$ cat config.mk
export PLATFORM = sky130hd
export DESIGN_NAME = hid_keyboard_report_to_key_events
export DESIGN_NICKNAME = d
export VERILOG_FILES = /design/src/sv/hkr_pkg.sv /design/src/sv/hkr_queue.sv /design/src/sv/hkr_front.sv /design/src/sv/hkr_back.sv /design/src/sv/hid_keyboard_report_to_key_events.sv
export SDC_FILE = /design/constraint.sdc
export NUM_CORES = 1
export LEC_CHECK = 0
export CORE_MARGIN = 2
export CORE_UTILIZATION = 47
export DETAILED_ROUTE_END_ITERATION = 12
export DONT_BUFFER_PORTS = 1
export GPL_TIMING_DRIVEN = 0
export PLACE_DENSITY = 0.74
export REMOVE_ABC_BUFFERS = 1
export SYNTH_ARGS = -nofsm -noshare
export SYNTH_HDL_FRONTEND = slang
export SYNTH_SLANG_ARGS = --single-unit
$ cat constraint.sdc
create_clock -name clock -period 10.7 [get_ports clock]
set_input_delay 1.605 -clock clock [delete_from_list [all_inputs] [get_ports clock]]
set_output_delay 1.605 -clock clock [all_outputs]
set_load 0.03 [all_outputs]
$ cat src/sv/hkr_pkg.sv
// ----------------------------------------------------------------------------
// hkr_pkg
// Shared constants for the keyboard report differ.
// ----------------------------------------------------------------------------
package hkr_pkg;

   localparam int KEY_SLOTS_DEFAULT = 6;
   localparam int INPUT_SLOTS       = 6;
   localparam int CODE_W            = 8;
   localparam int MAX_EVENTS        = 12;
   localparam int EVENT_CNT_W       = $clog2(MAX_EVENTS + 1);
   localparam int QUEUE_DEPTH       = 2;

   localparam logic [CODE_W-1:0] MIN_KEY = 8'h04;

endpackage

$ cat src/sv/hkr_queue.sv
// ----------------------------------------------------------------------------
// hkr_queue
// Small FIFO holding classified reports between front and back.
// ----------------------------------------------------------------------------
module hkr_queue import hkr_pkg::*; #(
   parameter int WIDTH = 8,
   parameter int DEPTH = QUEUE_DEPTH
) (
   input  logic             clock,
   input  logic             reset,
   input  logic             push,
   input  logic [WIDTH-1:0] push_data,
   output logic             full,
   input  logic             pop,
   output logic [WIDTH-1:0] pop_data,
   output logic             empty
);

   localparam int PTR_W = (DEPTH > 1) ? $clog2(DEPTH) : 1;
   localparam int CNT_W = $clog2(DEPTH + 1);

   logic [WIDTH-1:0] mem_ff [DEPTH];
   logic [PTR_W-1:0] wr_ptr_ff, wr_ptr_in;
   logic [PTR_W-1:0] rd_ptr_ff, rd_ptr_in;
   logic [CNT_W-1:0] count_ff, count_in;
   logic             do_push, do_pop;

   assign full     = (count_ff == CNT_W'(DEPTH));
   assign empty    = (count_ff == '0);
   assign do_push  = push && !full;
   assign do_pop   = pop && !empty;
   assign pop_data = mem_ff[rd_ptr_ff];

   always_comb begin
      wr_ptr_in = wr_ptr_ff;
      rd_ptr_in = rd_ptr_ff;
      count_in  = count_ff;
      if (do_push) begin
         wr_ptr_in = (wr_ptr_ff == PTR_W'(DEPTH - 1)) ? '0 : wr_ptr_ff + 1'b1;
      end
      if (do_pop) begin
         rd_ptr_in = (rd_ptr_ff == PTR_W'(DEPTH - 1)) ? '0 : rd_ptr_ff + 1'b1;
      end
      if (do_push && !do_pop) begin
         count_in = count_ff + 1'b1;
      end else if (do_pop && !do_push) begin
         count_in = count_ff - 1'b1;
      end
   end

   always_ff @(posedge clock) begin
      if (reset) begin
         wr_ptr_ff <= '0;
         rd_ptr_ff <= '0;
         count_ff  <= '0;
      end else begin
         wr_ptr_ff <= wr_ptr_in;
         rd_ptr_ff <= rd_ptr_in;
         count_ff  <= count_in;
      end
   end

   always_ff @(posedge clock) begin
      if (do_push) begin
         mem_ff[wr_ptr_ff] <= push_data;
      end
   end

endmodule

$ cat src/sv/hkr_front.sv
// ----------------------------------------------------------------------------
// hkr_front
// Accepts a report, compares it with the previous one and queues the
// release/press/repeat work for the back end.
// ----------------------------------------------------------------------------
module hkr_front import hkr_pkg::*; #(
   parameter int KEY_SLOTS = KEY_SLOTS_DEFAULT,
   parameter int JOB_W     = 8
) (
   input  logic              clock,
   input  logic              reset,
   input  logic              push,
   input  logic [CODE_W-1:0] modifier_bits,
   input  logic [CODE_W-1:0] slot_code [INPUT_SLOTS],
   input  logic              queue_full,
   output logic              queue_push,
   output logic [JOB_W-1:0]  queue_data
);

   typedef struct packed {
      logic [KEY_SLOTS-1:0][CODE_W-1:0] old_codes;
      logic [KEY_SLOTS-1:0][CODE_W-1:0] new_codes;
      logic [CODE_W-1:0]                old_mods;
      logic [CODE_W-1:0]                new_mods;
      logic [KEY_SLOTS-1:0]             rel_mask;
      logic [KEY_SLOTS-1:0]             press_mask;
      logic                             repeat_key;
      logic [CODE_W-1:0]                last_key;
   } job_type;

   logic [KEY_SLOTS-1:0][CODE_W-1:0] prev_codes_ff;
   logic [CODE_W-1:0]                prev_mods_ff;
   logic [CODE_W-1:0]                prev_last_ff;
   logic [KEY_SLOTS-1:0][CODE_W-1:0] now_codes;
   logic [KEY_SLOTS-1:0]             old_in_new, new_in_old;
   logic [KEY_SLOTS-1:0]             rel_mask, press_mask;
   logic [CODE_W-1:0]                last_key;
   logic                             sets_equal, repeat_key, accept;
   job_type                          job;

   for (genvar i = 0; i < KEY_SLOTS; i++) begin : g_slot
      if (i < INPUT_SLOTS) begin : g_port
         assign now_codes[i] = slot_code[i];
      end else begin : g_zero
         assign now_codes[i] = '0;
      end
   end

   always_comb begin
      old_in_new = '0;
      new_in_old = '0;
      for (int i = 0; i < KEY_SLOTS; i++) begin
         for (int j = 0; j < KEY_SLOTS; j++) begin
            if (prev_codes_ff[i] == now_codes[j]) begin
               old_in_new[i] = 1'b1;
            end
            if (now_codes[i] == prev_codes_ff[j]) begin
               new_in_old[i] = 1'b1;
            end
         end
      end
   end

   always_comb begin
      last_key = '0;
      for (int i = 0; i < KEY_SLOTS; i++) begin
         rel_mask[i]   = (prev_codes_ff[i] >= MIN_KEY) && !old_in_new[i];
         press_mask[i] = (now_codes[i] >= MIN_KEY) && !new_in_old[i];
         if (now_codes[i] >= MIN_KEY) begin
            last_key = now_codes[i];
         end
      end
   end

   assign sets_equal = (&old_in_new) && (&new_in_old);
   assign repeat_key = (last_key != '0) && sets_equal && (prev_last_ff == last_key);
   assign accept     = push && !queue_full;

   always_comb begin
      job.old_codes  = prev_codes_ff;
      job.new_codes  = now_codes;
      job.old_mods   = prev_mods_ff;
      job.new_mods   = modifier_bits;
      job.rel_mask   = rel_mask;
      job.press_mask = press_mask;
      job.repeat_key = repeat_key;
      job.last_key   = last_key;
   end

   // reports that cause no event only update the state
   assign queue_push = accept && ((|rel_mask) || (|press_mask) || repeat_key);
   assign queue_data = JOB_W'(job);

   always_ff @(posedge clock) begin
      if (reset) begin
         prev_codes_ff <= '0;
         prev_mods_ff  <= '0;
         prev_last_ff  <= '0;
      end else if (accept) begin
         prev_codes_ff <= now_codes;
         prev_mods_ff  <= modifier_bits;
         prev_last_ff  <= last_key;
      end
   end

endmodule

$ cat src/sv/hkr_back.sv
// ----------------------------------------------------------------------------
// hkr_back
// Serializes one queued report into key event beats through a registered
// output stage, one per cycle while that stage is not stalled by rsp_pop.
// ----------------------------------------------------------------------------
module hkr_back import hkr_pkg::*; #(
   parameter int KEY_SLOTS = KEY_SLOTS_DEFAULT,
   parameter int JOB_W     = 8
) (
   input  logic              clock,
   input  logic              reset,
   input  logic              queue_empty,
   input  logic [JOB_W-1:0]  queue_data,
   output logic              queue_pop,
   output logic              rsp_empty,
   input  logic              rsp_pop,
   output logic [CODE_W-1:0] rsp_event_key,
   output logic [CODE_W-1:0] rsp_event_modifiers,
   output logic              rsp_event_pressed,
   output logic              rsp_event_final
);

   typedef struct packed {
      logic [KEY_SLOTS-1:0][CODE_W-1:0] old_codes;
      logic [KEY_SLOTS-1:0][CODE_W-1:0] new_codes;
      logic [CODE_W-1:0]                old_mods;
      logic [CODE_W-1:0]                new_mods;
      logic [KEY_SLOTS-1:0]             rel_mask;
      logic [KEY_SLOTS-1:0]             press_mask;
      logic                             repeat_key;
      logic [CODE_W-1:0]                last_key;
   } job_type;

   localparam int SLOT_W = (KEY_SLOTS > 1) ? $clog2(KEY_SLOTS) : 1;

   job_type                  job_ff, job_in, job_new;
   logic                     job_valid_ff, job_valid_in;
   logic [EVENT_CNT_W-1:0]   count_ff, count_in;
   logic                     out_valid_ff, out_valid_in;
   logic [CODE_W-1:0]        key_ff, key_in, mods_ff, mods_in;
   logic                     pressed_ff, pressed_in, final_ff, final_in;
   logic [KEY_SLOTS-1:0]     rel_pick, press_pick, rel_rest, press_rest;
   logic [SLOT_W-1:0]        rel_idx, press_idx;
   logic                     out_free, emit, load, more;

   assign job_new  = job_type'(queue_data);
   assign out_free = !out_valid_ff || rsp_pop;
   assign emit     = job_valid_ff && out_free;

   // lowest pending slot first
   assign rel_pick   = job_ff.rel_mask & (~job_ff.rel_mask + 1'b1);
   assign press_pick = job_ff.press_mask & (~job_ff.press_mask + 1'b1);
   assign rel_rest   = job_ff.rel_mask & ~rel_pick;
   assign press_rest = job_ff.press_mask & ~press_pick;

   always_comb begin
      rel_idx   = '0;
      press_idx = '0;
      for (int i = 0; i < KEY_SLOTS; i++) begin
         if (rel_pick[i]) begin
            rel_idx = SLOT_W'(i);
         end
         if (press_pick[i]) begin
            press_idx = SLOT_W'(i);
         end
      end
   end

   always_comb begin
      key_in     = job_ff.last_key;
      mods_in    = job_ff.new_mods;
      pressed_in = 1'b1;
      more       = 1'b0;
      job_in     = job_ff;
      if (|job_ff.rel_mask) begin
         key_in          = job_ff.old_codes[rel_idx];
         mods_in         = job_ff.old_mods;
         pressed_in      = 1'b0;
         more            = (|rel_rest) || (|job_ff.press_mask) || job_ff.repeat_key;
         job_in.rel_mask = rel_rest;
      end else if (|job_ff.press_mask) begin
         key_in            = job_ff.new_codes[press_idx];
         more              = (|press_rest) || job_ff.repeat_key;
         job_in.press_mask = press_rest;
      end else begin
         job_in.repeat_key = 1'b0;
      end
      final_in = !more || (count_ff == EVENT_CNT_W'(MAX_EVENTS - 1));
   end

   assign load      = (!job_valid_ff || (emit && final_in)) && !queue_empty;
   assign queue_pop = load;

   always_comb begin
      job_valid_in = job_valid_ff;
      count_in     = count_ff;
      if (emit) begin
         count_in = count_ff + 1'b1;
         if (final_in) begin
            job_valid_in = 1'b0;
         end
      end
      if (load) begin
         job_valid_in = 1'b1;
         count_in     = '0;
      end
      out_valid_in = emit || (out_valid_ff && !rsp_pop);
   end

   always_ff @(posedge clock) begin
      if (reset) begin
         job_valid_ff <= 1'b0;
         out_valid_ff <= 1'b0;
         count_ff     <= '0;
      end else begin
         job_valid_ff <= job_valid_in;
         out_valid_ff <= out_valid_in;
         count_ff     <= count_in;
      end
   end

   always_ff @(posedge clock) begin
      if (load) begin
         job_ff <= job_new;
      end else if (emit) begin
         job_ff <= job_in;
      end
      if (emit) begin
         key_ff     <= key_in;
         mods_ff    <= mods_in;
         pressed_ff <= pressed_in;
         final_ff   <= final_in;
      end
   end

   assign rsp_empty           = !out_valid_ff;
   assign rsp_event_key       = key_ff;
   assign rsp_event_modifiers = mods_ff;
   assign rsp_event_pressed   = pressed_ff;
   assign rsp_event_final     = final_ff;

`ifndef SYNTHESIS
   a_key_min: assert property (@(posedge clock) disable iff (reset)
      out_valid_ff |-> (key_ff >= MIN_KEY))
      else $error("event key below minimum");

   a_count_max: assert property (@(posedge clock) disable iff (reset)
      count_ff <= EVENT_CNT_W'(MAX_EVENTS))
      else $error("event count overflow");

   a_job_holds: assert property (@(posedge clock) disable iff (reset)
      (emit && !final_in) |=> job_valid_ff)
      else $error("job dropped before final event");

   a_job_nonempty: assert property (@(posedge clock) disable iff (reset)
      job_valid_ff |-> ((|job_ff.rel_mask) || (|job_ff.press_mask) || job_ff.repeat_key))
      else $error("active job has no pending event");
`endif

endmodule

$ cat src/sv/hid_keyboard_report_to_key_events.sv
// ----------------------------------------------------------------------------
// hid_keyboard_report_to_key_events
// Keyboard report differ: turns boot keyboard reports into key release,
// press and repeat event beats.
// ----------------------------------------------------------------------------
//  channel | ports                          | handshake
//  report  | req_modifier_bits, req_slot_*  | req_push / req_full
//  event   | rsp_event_*                    | rsp_pop / rsp_empty
//
//  The front compares each report with the stored report and queues its
//  work. The back emits one event per cycle while the output is not
//  stalled, and at most 12 events per report.
//  Sync reset clears the stored report, the queue and the output stage.
//  The two-entry queue lets reports enter while events drain or stall.
// ----------------------------------------------------------------------------
module hid_keyboard_report_to_key_events import hkr_pkg::*; #(
   parameter int KEY_SLOTS = KEY_SLOTS_DEFAULT
) (
   input  logic              clock,
   input  logic              reset,
   input  logic              req_push,
   output logic              req_full,
   input  logic [CODE_W-1:0] req_modifier_bits,
   input  logic [CODE_W-1:0] req_slot_code_0,
   input  logic [CODE_W-1:0] req_slot_code_1,
   input  logic [CODE_W-1:0] req_slot_code_2,
   input  logic [CODE_W-1:0] req_slot_code_3,
   input  logic [CODE_W-1:0] req_slot_code_4,
   input  logic [CODE_W-1:0] req_slot_code_5,
   output logic              rsp_empty,
   input  logic              rsp_pop,
   output logic [CODE_W-1:0] rsp_event_key,
   output logic [CODE_W-1:0] rsp_event_modifiers,
   output logic              rsp_event_pressed,
   output logic              rsp_event_final
);

   localparam int JOB_W = 2 * KEY_SLOTS * CODE_W + 3 * CODE_W + 2 * KEY_SLOTS + 1;

   logic [CODE_W-1:0] slot_code [INPUT_SLOTS];
   logic              q_push, q_full, q_pop, q_empty;
   logic [JOB_W-1:0]  q_wdata, q_rdata;

   assign slot_code[0] = req_slot_code_0;
   assign slot_code[1] = req_slot_code_1;
   assign slot_code[2] = req_slot_code_2;
   assign slot_code[3] = req_slot_code_3;
   assign slot_code[4] = req_slot_code_4;
   assign slot_code[5] = req_slot_code_5;
   assign req_full     = q_full;

   hkr_front #(
      .KEY_SLOTS (KEY_SLOTS),
      .JOB_W     (JOB_W)
   ) u_front (
      .clock         (clock),
      .reset         (reset),
      .push          (req_push),
      .modifier_bits (req_modifier_bits),
      .slot_code     (slot_code),
      .queue_full    (q_full),
      .queue_push    (q_push),
      .queue_data    (q_wdata)
   );

   hkr_queue #(
      .WIDTH (JOB_W),
      .DEPTH (QUEUE_DEPTH)
   ) u_queue (
      .clock     (clock),
      .reset     (reset),
      .push      (q_push),
      .push_data (q_wdata),
      .full      (q_full),
      .pop       (q_pop),
      .pop_data  (q_rdata),
      .empty     (q_empty)
   );

   hkr_back #(
      .KEY_SLOTS (KEY_SLOTS),
      .JOB_W     (JOB_W)
   ) u_back (
      .clock               (clock),
      .reset               (reset),
      .queue_empty         (q_empty),
      .queue_data          (q_rdata),
      .queue_pop           (q_pop),
      .rsp_empty           (rsp_empty),
      .rsp_pop             (rsp_pop),
      .rsp_event_key       (rsp_event_key),
      .rsp_event_modifiers (rsp_event_modifiers),
      .rsp_event_pressed   (rsp_event_pressed),
      .rsp_event_final     (rsp_event_final)
   );

endmodule
==> flow_metrics.env <==
export IMPL_status="complete, no violations"
export IMPL_wl_per_cell_um=25.51
export IMPL_endpoint_kind="register"
export IMPL_globalplace_congestion=0.9093
export IMPL_drt_total_wl_mm=64.49
export IMPL_synth_edff_count=417
export IMPL_ir_drop_mv=0.1867
export IMPL_nNetsFinal=1885
export IMPL_antenna_found_initial=1
export IMPL_yosys_warnings=0
export IMPL_grt_max_degree=78
export IMPL_ctsHoldBuffers=0
export IMPL_worstHoldStart="u_front.prev_mods_ff[5]"
export IMPL_r2r_end="u_queue.mem_ff[0][55]"
export IMPL_place_ws_ps=4109
export IMPL_grt_pass1_wl_mm=95.21
export IMPL_maxCapViolations=0
export IMPL_crit_type="in -> reg"
export IMPL_start_util_pct=47.50
export IMPL_num_vias=14820
export IMPL_cts_sinks=492
export IMPL_power_density_mw_per_mm2=256.1
export IMPL_die_y_um=226.2
export IMPL_fillers=4041
export IMPL_required_ps=10990
export IMPL_finalCritPeriodShare_pct=57.24
export IMPL_hold_path_class="reg -> reg"
export IMPL_viasPerCell=5.863
export IMPL_slew_headroom_pct=17.18
export IMPL_ant_nets=0
export IMPL_num_io_pins=80
export IMPL_synth_async_reset_ratio_pct=0
export IMPL_mostFrequentLayoutCell="edfxtp_1"
export IMPL_setup_worst_path_start_class="input port"
export IMPL_worst_endpoint_arrival_ps=6420
export IMPL_finalHoldViolations=0
export IMPL_whs_path_depth=0
export IMPL_dp_hpwl_mm=43.04
export IMPL_route_detailed_drc=0
export IMPL_cts_buffers=49
export IMPL_dr_first_iter_drc_count=1399
export IMPL_cts_setup_buffers=0
export IMPL_area_delta_synth_final_pct=10.45
export IMPL_worstSkewPairLatency_ps=600
export IMPL_crit_path_max_fanout=27
export IMPL_antenna_cells=0
export IMPL_cts_tree="yes"
export IMPL_max_freq_ghz=0.1633
export IMPL_leakage_nw=8.081
export IMPL_min_period_ps=6125
export IMPL_row_count=81
export IMPL_drtPass1Iterations=5
export IMPL_syn_cell_area_mm2=0.02320
export IMPL_cts_root_buffer="clkbuf_16"
export IMPL_worstMarginPinSlew_ps=1231
export IMPL_first_global_vias=14690
export IMPL_holdWs_ps=453.3
export IMPL_rsz0062_at_grt="false"
export IMPL_grt_usage_pct=25.48
export IMPL_fp_dieArea_mm2=0.05116
export IMPL_cts_resized_gates=0
export IMPL_ys_types=71
export IMPL_ctsLongestPathBuffers=3
export IMPL_cts_htree_levels=2
export IMPL_min_to="u_queue.mem_ff[1][34]"
export IMPL_clkTransAtPathRegs_ps=60
export IMPL_layout_setup_ws_ps=4575
export IMPL_synth_seq_area_share_pct=60.44
export IMPL_die_w_um=226.2
export IMPL_core_region_area_mm2=0.04885
export IMPL_syn_area_per_cell_um2=12.14
export IMPL_layout_common_cells="edfxtp_1 (417), xnor2_1 (292), nor2_1 (239)"
export IMPL_setup_tns_ps=0
export IMPL_r2r_start="u_front.queue_data[127]"
export IMPL_setup_worst_path_start="req_slot_code_1[7]"
export IMPL_syn_inst=1912
export IMPL_ys_seq_elements=492
export IMPL_drive_above_1_share_pct=8.101
export IMPL_portBuffers=0
export IMPL_synth_ff_type="edfxtp_1"
export IMPL_grt_overflow=0
export IMPL_rr_worst_depth=12
export IMPL_finalSetupViolations=0
export IMPL_slew_violations=0
export IMPL_fin_skew_ps=26.33
export IMPL_regToRegSetupSlack_ps=5790
-- Yosys cell counts (all sizes together) (8+ instances only) --
cell type | number | area share (%)
a211oi | 20 | 0.65
a31oi | 8 | 0.22
nor4 | 20 | 0.73
nand2 | 140 | 2.3
mux2i | 153 | 6.6
o21ai | 24 | 0.52
buf | 47 | 0.93
xnor2 | 292 | 11
clkbuf | 118 | 1.9
nand4 | 77 | 2.1
nor3 | 27 | 0.60
edfxtp | 417 | 54
a21oi | 94 | 2.0
dfxtp | 75 | 6.5
mux4 | 16 | 1.6
inv | 24 | 0.39
mux2 | 11 | 0.53
nand3 | 13 | 0.28
nor2 | 240 | 3.9
-- cells by family after synthesis --
group | synth area share (%)
AO/OA/AOI/OAI | 5.215
XOR/XNOR | 11.21
adder cells (fa/ha/maj) | 0.1510
buffers and inverters | 3.225
flip-flops | 60.44
multiplexers | 8.687
AND/OR/NAND/NOR | 11.07
-- where the power goes --
part,internal [mW],leakage [nW],switching (mW),total (mW)
Clock,1.02,0.788,0.730,1.75
Combinational,0.725,2.72,1.05,1.77
Sequential,2.72,4.57,0.322,3.04
-- flip-flops by register name, indices dropped and copies added, names as in the netlist, 2 cells and up, named ones only --
signal / cells
u_front.queue_data: 48
u_back.count_ff: 4
u_back.rsp_event_key: 8
u_queue.count_ff: 2
u_back.rsp_event_modifiers: 8
u_front.prev_mods_ff: 8
u_back.job_ff: 133
u_front.prev_last_ff: 8
u_queue.mem_ff: 266
-- final cells by class --
type,instances,area (um^2),area share [%]
Sequential cell,492,14030,54.74
Multi-Input combinational cell,1231,8509,33.21
Clock buffer,65,1318,5.141
Tap cell,664,830.8,3.242
Timing Repair Buffer,25,518.0,2.021
Clock inverter,27,327.8,1.279
Inverter,24,95.09,0.3711
-- worst max-delay path by stage --
stage                     slack [ps]               endpoint
after floorplan                -1140       u_back.job_ff[0]
after global placement        -10760      u_back.job_ff[47]
after detailed placement        4110  u_queue.mem_ff[0][47]
after CTS                       4730  u_queue.mem_ff[0][55]
after global routing            4430  u_queue.mem_ff[0][55]
final                           4580  u_queue.mem_ff[0][55]
-- worst max-delay path: stages --
cell and delay (ps):
nor4_4 570, and2_1 360, a21oi_1 120, o41ai_1 760, a21oi_1 170, o21bai_1 480, xor2_1 170, o41ai_2 680
nor2b_4 760, buf_16 250, buf_12 230, buf_16 200
-- per-stage QoR --
step	util, %	total power, mW	cell area, um^2	std cells
detailed placement	49.09	4.855	23980	2436
finish	52.46	6.562	25630	2528
floorplan	-	4.284	22540	1747
CTS	52.46	6.604	25630	2528
global route	52.46	6.859	25630	2528
global placement	47.85	4.868	23370	2411
-- layer usage --
metal  GRT usage [%]  part of all wire [%]
met5               0                     0
met2           41.17                    47
met1           34.17                    42
met4           9.444                   3.6
met3           4.957                   7.1
(Power assumes the default switching activity.)
